<file path="config.mk">
export PLATFORM = sky130hd
export DESIGN_NAME = ssisd_cell
export DESIGN_NICKNAME = d
export VERILOG_FILES = /design/src/rtl/core/ssisd_pkg.sv /design/src/rtl/core/ssisd_cell.sv
export SDC_FILE = /design/constraint.sdc
export NUM_CORES = 1
export LEC_CHECK = 0
export ABC_AREA = 1
export BUFFER_PORTS_ARGS = -buffer_cell sky130_fd_sc_hd__buf_2
export CAP_MARGIN = 20
export CORE_MARGIN = 3
export CORE_UTILIZATION = 46
export CTS_CLUSTER_DIAMETER = 40
export CTS_CLUSTER_SIZE = 10
export DETAILED_ROUTE_END_ITERATION = 16
export GPL_ROUTABILITY_DRIVEN = 0
export PLACE_DENSITY = 0.87
export SLEW_MARGIN = 5
export SYNTH_ARGS = -nofsm -noshare
export SYNTH_HDL_FRONTEND = slang
export SYNTH_SLANG_ARGS = --single-unit
</file>
<file path="constraint.sdc">
create_clock -name clk -period 2.75 [get_ports clk]
set_clock_uncertainty 0.2 [all_clocks]
set_input_delay 0.275 -clock clk [delete_from_list [all_inputs] [get_ports clk]]
set_output_delay 0.275 -clock clk [all_outputs]
set_load 0.05 [all_outputs]
</file>
<file path="src/rtl/core/ssisd_pkg.sv">
// ----------------------------------------------------------------------------
// Sorted set package
// Shared widths, codes and control types for the sorted set block.
// ----------------------------------------------------------------------------
package ssisd_pkg;

    localparam int VALUE_W     = 31;
    localparam int OP_W        = 2;
    localparam int STATUS_W    = 2;
    localparam int POSITION_W  = 10;
    localparam int COUNT_W     = 11;
    localparam int IN_TDATA_W  = 40;
    localparam int OUT_TDATA_W = 24;
    localparam int CAPACITY_DEF = 1024;

    typedef enum logic [OP_W-1:0] {
        OP_INSERT = 2'd0,
        OP_SEARCH = 2'd1,
        OP_DELETE = 2'd2
    } op_t;

    typedef enum logic [STATUS_W-1:0] {
        ST_OK        = 2'd0,
        ST_NOT_FOUND = 2'd1,
        ST_FULL      = 2'd2
    } status_t;

    // Shift command broadcast to every cell.
    typedef struct packed {
        logic ins;
        logic del;
    } ssisd_cmd_t;

    // Status of the search unit.
    typedef struct packed {
        logic done;
        logic found;
    } ssisd_srch_t;

endpackage

</file>
<file path="src/rtl/core/ssisd_cell.sv">
// ----------------------------------------------------------------------------
// Sorted set cell
// Holds one entry, compares it with the current key and shifts with its
// neighbors on insert and delete.
// ----------------------------------------------------------------------------
module ssisd_cell
    import ssisd_pkg::*;
#(
    parameter int IW    = 10,
    parameter int INDEX = 0
)
(
    input  logic               clk,
    input  logic [VALUE_W-1:0] value,
    input  logic [VALUE_W-1:0] left_entry,
    input  logic [VALUE_W-1:0] right_entry,
    input  ssisd_cmd_t         cmd,
    input  logic [IW-1:0]      idx,
    output logic [VALUE_W-1:0] entry,
    output logic               lt,
    output logic               eq
);

    localparam logic [IW-1:0] MY_IDX = IW'(INDEX);

    logic [VALUE_W-1:0] entry_reg;
    logic [VALUE_W-1:0] entry_next;
    logic               lt_reg;
    logic               eq_reg;

    always_comb
    begin
        entry_next = entry_reg;
        if (cmd.ins)
        begin
            if (MY_IDX > idx)
            begin
                entry_next = left_entry;
            end
            else if (MY_IDX == idx)
            begin
                entry_next = value;
            end
        end
        else if (cmd.del && (MY_IDX >= idx))
        begin
            entry_next = right_entry;
        end
    end

    always_ff @(posedge clk)
    begin
        entry_reg <= entry_next;
        lt_reg    <= (entry_reg < value);
        eq_reg    <= (entry_reg == value);
    end

    assign entry = entry_reg;
    assign lt    = lt_reg;
    assign eq    = eq_reg;

endmodule

</file>
== Yosys cells after proc, flatten, opt, wreduce, memory -nomap -nowiden ==
Index checks and enable logic that the tools add are counted.
Word-level totals
  bits of input ports: 106
  output and inout bits: 33
  register bits: 33
Operators by class
  order comparisons: 3
  multiplexer cells: 4
  eq/ne operators: 2
  reduce and logical (&&, ||, !) cells: 4
Operators by type and width (count)
  two-way mux 31 bit: 4
  equality test 31 bit: 1
  less-than comparator 31 bit: 1
  >= comparator 1 x 10 -> 1 bit, first input constant: 1
  greater-than comparator 1 x 10 -> 1 bit, first input constant: 1
  zero test 10 bit: 1
  inequality test 3 x 1 -> 1 bit, second input constant: 1
  AND reduction 2 bit: 1
  nonzero test 2 bit: 1
  logical AND 1 bit: 1

== Logic depth before layout (Yosys ltp) ==
Gate-level depths: netlist of the first run.
  word-level depth: 4
  mapped depth: 11

== Worst setup path before layout of the first run ==
OpenSTA, ideal clock, no wires.
  kind: input port to flip-flop
  start: input idx[4]
  end: register entry_reg[0] (netlist: entry[0]), enable pin
  data required time: 2.159 ns
  library setup time: 0.391 ns
  path slack: 0.810 ns
  arrival: 1.349 ns
  buffers on the path: 0
  stages: 2
  path through: nor4_1 and3_1
Between the ends
  word-level cells in the longest chain between the ends: 4
  elaborated cells on any way between the ends: 7
  classes of those cells: order compare: 2; eq/ne: 1; reduce/logical: 4
Ends and longest elaborated chain
  start: declaration: line ssisd_cell.sv:18  | input logic [IW-1:0] idx,
  >= comparator 1 x 10 -> 1 bit: line ssisd_cell.sv:45  | else if (cmd.del && (MY_IDX >= idx))
  logical AND 1 bit: line ssisd_cell.sv:45
  nonzero test 2 bit (no source line)
  AND reduction 2 bit (no source line) *
  end signal: assignment: line ssisd_cell.sv:53  | entry_reg <= entry_next;
  end: declaration: line ssisd_cell.sv:26  | logic [VALUE_W-1:0] entry_reg;
Mark *: on every way between the ends. The rest lies on a longest branch, timed or not.
A chain may end at the register's enable or synchronous reset.

== Worst setup path in the final report of the first run ==
  start: register entry_reg[30] (netlist: entry[30])
  end: register eq_reg (netlist: eq)
Between the ends
  word-level cells in the longest chain between the ends: 1
Ends and longest elaborated chain
  equality test 31 bit: line ssisd_cell.sv:55  | eq_reg <= (entry_reg == value);
  end signal: assignment: line ssisd_cell.sv:55
  end: declaration: line ssisd_cell.sv:29  | logic eq_reg;
Every way passes these cells.

==> results of run 1 <==
==> metrics by stage <==
step	cells	hold slack [ps]	power [uW]	worst slack (ps)	instance area, um^2
finish	422	60.5	1160	1120	2870
CTS	422	52.8	1170	1120	2870
global route	422	65.5	1220	974	2870
global placement	414	344	722	1000	2760
floorplan	260	254	658	810	2180
detailed placement	414	349	728	957	2760
==> placed cells by master (no fill, tap or decap) <==
| cell type | synthesis | final |
|---|---|---|
| nor4_1 | 2 | 2 |
| clkinv_1 | 0 | 1 |
| clkbuf_8 | 0 | 5 |
| a21o_1 | 1 | 1 |
| o21ai_0 | 30 | 30 |
| nor2_1 | 8 | 8 |
| buf_4 | 0 | 1 |
| edfxtp_1 | 31 | 31 |
| clkbuf_1 | 3 | 1 |
| inv_1 | 45 | 45 |
| ha_1 | 31 | 31 |
| nor3_1 | 2 | 2 |
| nand4_1 | 1 | 1 |
| nand2_1 | 82 | 82 |
| buf_2 | 3 | 107 |
| nor2_2 | 1 | 1 |
| a21oi_1 | 11 | 11 |
| and3_1 | 2 | 2 |
| inv_2 | 1 | 1 |
| nand3_1 | 3 | 3 |
| and2_2 | 1 | 1 |
| bufinv_16 | 0 | 1 |
| dfxtp_1 | 2 | 2 |
==> cell type report <==
| class | instances | area share |
|---|---|---|
| Clock buffer | 6 | 0.0253 |
| Clock inverter | 2 | 0.0118 |
| Inverter | 46 | 0.0602 |
| Multi-Input combinational cell | 175 | 0.352 |
| Sequential cell | 33 | 0.339 |
| Tap cell | 52 | 0.0227 |
| Timing Repair Buffer | 108 | 0.189 |
==> final timing paths <==
kind,to,slack [ps],from
hold reg to reg,lt$_DFF_P_,590,entry[30]$_DFFE_PP_
setup reg to reg,eq$_DFF_P_,1120,entry[30]$_DFFE_PP_
setup / recovery,eq$_DFF_P_,1120,entry[30]$_DFFE_PP_
hold / removal,entry[0]$_DFFE_PP_,60,right_entry[0]
==> logic make-up (layout without fill, tap and decap cells) <==
family,Yosys count,in the layout,share of synthesized area
and+or+nand+nor,102,102,0.187
buffers and inverters,52,162,0.0913
DFF,33,33,0.446
AOI/OAI and AO/OA,42,42,0.0976
adders and majority gates,31,31,0.178
==> routing by layer <==
metal / vias to the layer above / share of wire
met5: - / 0
met4: 0 / 0.013
met3: 4 / 0.054
met2: 63 / 0.50
met1: 861 / 0.43
li1: 1066 / -
==> power by group <==
group          internal, uW  total [uW]  leakage [uW]  switching, uW
Clock                   267         443     0.0000528            176
Combinational          76.9         162       0.00119           85.6
Sequential              554         554      0.000286          0.546
==> critical path: cells and delay by family, from the launching register on <==
kind / cells / cell delay [ps]
fa+ha+maj: 1 / 330
flops: 1 / 410
simple gates: 5 / 630
==> out/metrics.yaml, run 1 <==
run_status:
  outcome: "finished clean"
global_routing:
  grt_pass1_vias: 1943
  grt_max_degree: 62
  grt_pass1_wl_um: 7770
  grt.busiest_layer: "met2"
  gr-usage-all-layers: 0.179
  gr-usage-met2: 0.333
  met3_usage: 0.0334
  met1_usage: 0.205
  antenna_found_initial: 0
  gr-total-overflow: 0
synthesis:
  ys_top_cells_by_count: "nand2_1 (82), inv_1 (45), edfxtp_1 (31), ha_1 (31), o21ai_0 (30)"
  syn_nets: 397
  ys.flop_type: "edfxtp_1"
  ys_warn_count: 0
  synth_cells: 260
  ys_seq_area_frac: 0.446
  syn_avg_cell_area_um2: 8.38
  synth_top_area_frac: 0.427
  synth_area_um2: 2180
  yosysMostFrequentCell: "nand2_1"
  synth_edf_count: 31
  async_flop_share: 0
  ys_ff_latch: 33
  synth.area.top_cells: "edfxtp_1 (43%), ha_1 (18%), nand2_1 (14%), inv_1 (7.8%), o21ai_0 (6.9%)"
  ys_types: 19
  synth_top_area_cell: "edfxtp_1"
routing:
  vias: 1994
  wl_per_cell_um: 11.4
  via_per_inst: 4.73
  drt_pass1_iterations: 4
  ant_nets: 0
  first_iter_violations: 92
  drc_errors: 0
  routed_wl_um: 4790
die:
  coreArea_um2: 4470
  die_w_um: 74.8
  die_y_um: 74.8
  die-area_um2: 5600
  start_util: 0.487
  io_pins: 139
  num_rows: 24
placed_design:
  place_hpwl_um: 3860
  io_buffers: 107
clock_network:
  cts_buffers: 5
  clock_latency_ps: 280
  cts_buffer_depth: 2
  cts_tree: "yes"
  cts_hold_buf: 0
  cts.sinks: 33
  root_buffer: "clkbuf_8"
  htreeDepth: 2
  cts-resized-gates: 0
  postCtsSetupBuffers: 0
  clk_pin_slew_worst_paths_ps: 70
critical_path:
  cp_cell_sequence: "ha_1, nand2_1, nor2_2, nand4_1, nor2_1, and3_1"
  worstPathRequired_ps: 2780
  end_kind: "register"
  cpPeakStageDelay_ps: 410
  startpoint_type: "register"
  crit_arrival_ps: 1650
  crit_fanout: 3
  crit_type: "reg -> reg"
  r2r_cells: 6
  slowest_stage: "edfxtp_1"
finish:
  area.growth.synth_to_final_pct: 31.6
  ff_latch_area_um2: 971
  nets: 506
  post-route-util: 0.641
  layout-drive-gt1-share: 0.316
  largest_register_ffs: 31
  multiInputGateArea_um2: 1010
  n_fill_cell: 384
  antennaDiodeCount: 0
sta:
  slew_viol_final: 0
  period_minus_slack_ps: 1630
  setup_tns_ps: 0
  relSlewSlack: 0.454
  worst_pin_slew_ps: 819
  setup_violations: 0
  finalHoldViolations: 0
  rsz0062_at_grt: "no"
  period_share: 0.592
  fmax_mhz: 615
pwr:
  p_leak_uw: 0.00153
  powerDensity_nw_per_um2: 405
  worst_ir_drop_vdd_mv: 0.243
hold_path:
  hp-class: "in -> reg"
  whs_path_depth: 3
run:
  maxCapViolations: 0
(Power assumes the default switching activity.)
==> run 2: changes to the inputs <==
CORE_UTILIZATION = 43   (was 46)
PLACE_DENSITY = 0.82   (was 0.87)
clock period = 1.6 ns   (was 2.75 ns; I/O delays follow)
==> out/metrics.yaml, run 2 (synthesis results as in run 1) <==
routing:
  vias: 2175
  ant_nets: 0
  first_iter_violations: 53
  routed_wl_um: 5830
  drc_errors: 0
  drt_pass1_iterations: 4
  wl_per_cell_um: 12.3
  via_per_inst: 4.59
finish:
  area.growth.synth_to_final_pct: 55.3
  multiInputGateArea_um2: 1150
  nets: 543
  mostFrequentLayoutCells: "buf_2 (107), nand2_1 (78), inv_1 (45)"
  n_fill_cell: 392
  largest_register_ffs: 31
  final_common_cell: "buf_2"
  ff_latch_area_um2: 971
  layout-drive-gt1-share: 0.354
  antennaDiodeCount: 0
critical_path:
  slowest_stage: "edfxtp_1"
  critical-path-top-delay-family: "simple AND/OR/NAND/NOR gates"
  r2r_start: "entry[14]$_DFFE_PP_"
  worstPathRequired_ps: 1570
  cp_cell_sequence: "ha_4, nand2_2, nor2_4, nand2_2, nor2_2, nand2_1, nand2_1, a21oi_1"
  reg2reg_to: "lt$_DFF_P_"
  crit_type: "reg -> reg"
  crit_arrival_ps: 1570
  startpoint_type: "register"
  end_kind: "register"
  cpPeakStageDelay_ps: 440
  cp_num_buf_inv: 0
  r2r_cells: 8
  cp.depth: 8
  r2r_setup_slack_ps: 4
  crit_fanout: 2
sta:
  fmax_mhz: 626
  worst_pin_slew_ps: 295
  rsz0062_at_grt: "yes"
  period_share: 0.998
  finalHoldViolations: 1
  whs_ps: -17.8
  slew_viol_final: 0
  setup_violations: 0
  period_minus_slack_ps: 1600
  relSlewSlack: 0.804
global_routing:
  gr-total-overflow: 0
  grt_max_degree: 35
  grt_pass1_wl_um: 9630
  gr-usage-all-layers: 0.202
  antenna_found_initial: 0
  grt_pass1_vias: 2221
die:
  coreArea_um2: 4820
  start_util: 0.452
  io_pins: 139
  die-area_um2: 5960
  num_rows: 25
  die_w_um: 77.2
  die_y_um: 77.2
pwr:
  worst_ir_drop_vdd_mv: 0.450
  p_leak_uw: 0.00169
  powerDensity_nw_per_um2: 569
  power_uw: 1930
hold_path:
  hp-class: "in -> reg"
  min_to: "entry[0]$_DFFE_PP_"
  whs_path_depth: 3
  hp-start: "value[0]"
clock_network:
  root_buffer: "clkbuf_8"
  clk_pin_slew_worst_paths_ps: 70
  clock_latency_ps: 280
  cts_tree: "yes"
  cts.sinks: 33
  cts_buffer_depth: 2
  htreeDepth: 2
  cts_buffers: 5
placed_design:
  io_buffers: 107
  place_hpwl_um: 4060
run:
  maxCapViolations: 0
run_status:
  outcome: "finished with violations"
  failed_checks: "hold timing"
run 2: cell types whose count changed in the layout (fill, tap and decap cells not counted), moves of 2 or more:
cell | previous run | this run
nand2_2 | 0 | 4
nor2_1 | 8 | 3
ha_1 | 31 | 23
clkinv_2 | 0 | 2
dlygate4sd3_1 | 0 | 31
nor2_4 | 0 | 2
nor2_2 | 1 | 4
ha_4 | 0 | 8
a21oi_2 | 0 | 2
buf_12 | 0 | 2
a21oi_1 | 11 | 9
nand2_1 | 82 | 78
buf_4 | 1 | 5
run 2: where the power goes:
group	switching, uW	leakage, uW	internal, uW
logic	177	0.00136	196
clock network	299	0.0000450	301
registers	0.919	0.000286	952
run 2: repair_timing:
action,in CTS,in global routing
pin swaps,1,5
hold buffers,32,0
endpoints found under the setup margin,2,3
buffers inserted,1,2
gates cloned,0,0
endpoints found under the hold margin,31,0
gates resized for setup,0,20
run 2: cell type report:
cell class                 instances  share of cell area
clock buffer                       6              0.0214
tap                               67              0.0248
sequential                        33               0.287
timing repair buffer             145               0.273
multi-input combinational        175               0.340
clock inverter                     2             0.00296
inverter                          46              0.0510
run 2: worst reg2reg max path, delay by kind of cell, from the launching register on:
family	cells	cell delay (ps)
and+or+nand+nor	6	490
DFF	1	440
AOI/OAI and AO/OA	1	60
adders and majority gates	1	300
run 2: through the flow:
stage,util,area (um^2),setup WS [ps],instances,TNS (ps)
final,0.702,3380,3.65,474,0
after CTS,0.675,3250,0.449,473,0
after floorplan,-,2190,-158,260,-301
after global placement,0.590,2840,24.1,432,0
after global routing,0.702,3380,-99.0,474,-161
after detailed placement,0.590,2840,-8.43,432,-9.26
run 2: layer usage:
metal  GRT usage  vias up  part of all wire
met1       0.228      957              0.40
met5           0        -                 0
met3      0.0399       11             0.051
met2       0.371       69              0.53
li1            -     1138                 -
met4      0.0783        0             0.016
run 2: worst max-delay path by stage:
stage | endpoint | startpoint | slack, ps
after floorplan | lt$_DFF_P_ | entry[14]$_DFFE_PP_ | -160
after global placement | eq$_DFF_P_ | entry[26]$_DFFE_PP_ | 20
after detailed placement | eq$_DFF_P_ | entry[28]$_DFFE_PP_ | -8
after CTS | lt$_DFF_P_ | entry[6]$_DFFE_PP_ | 0.4
after global routing | lt$_DFF_P_ | entry[14]$_DFFE_PP_ | -100
final | lt$_DFF_P_ | entry[14]$_DFFE_PP_ | 4
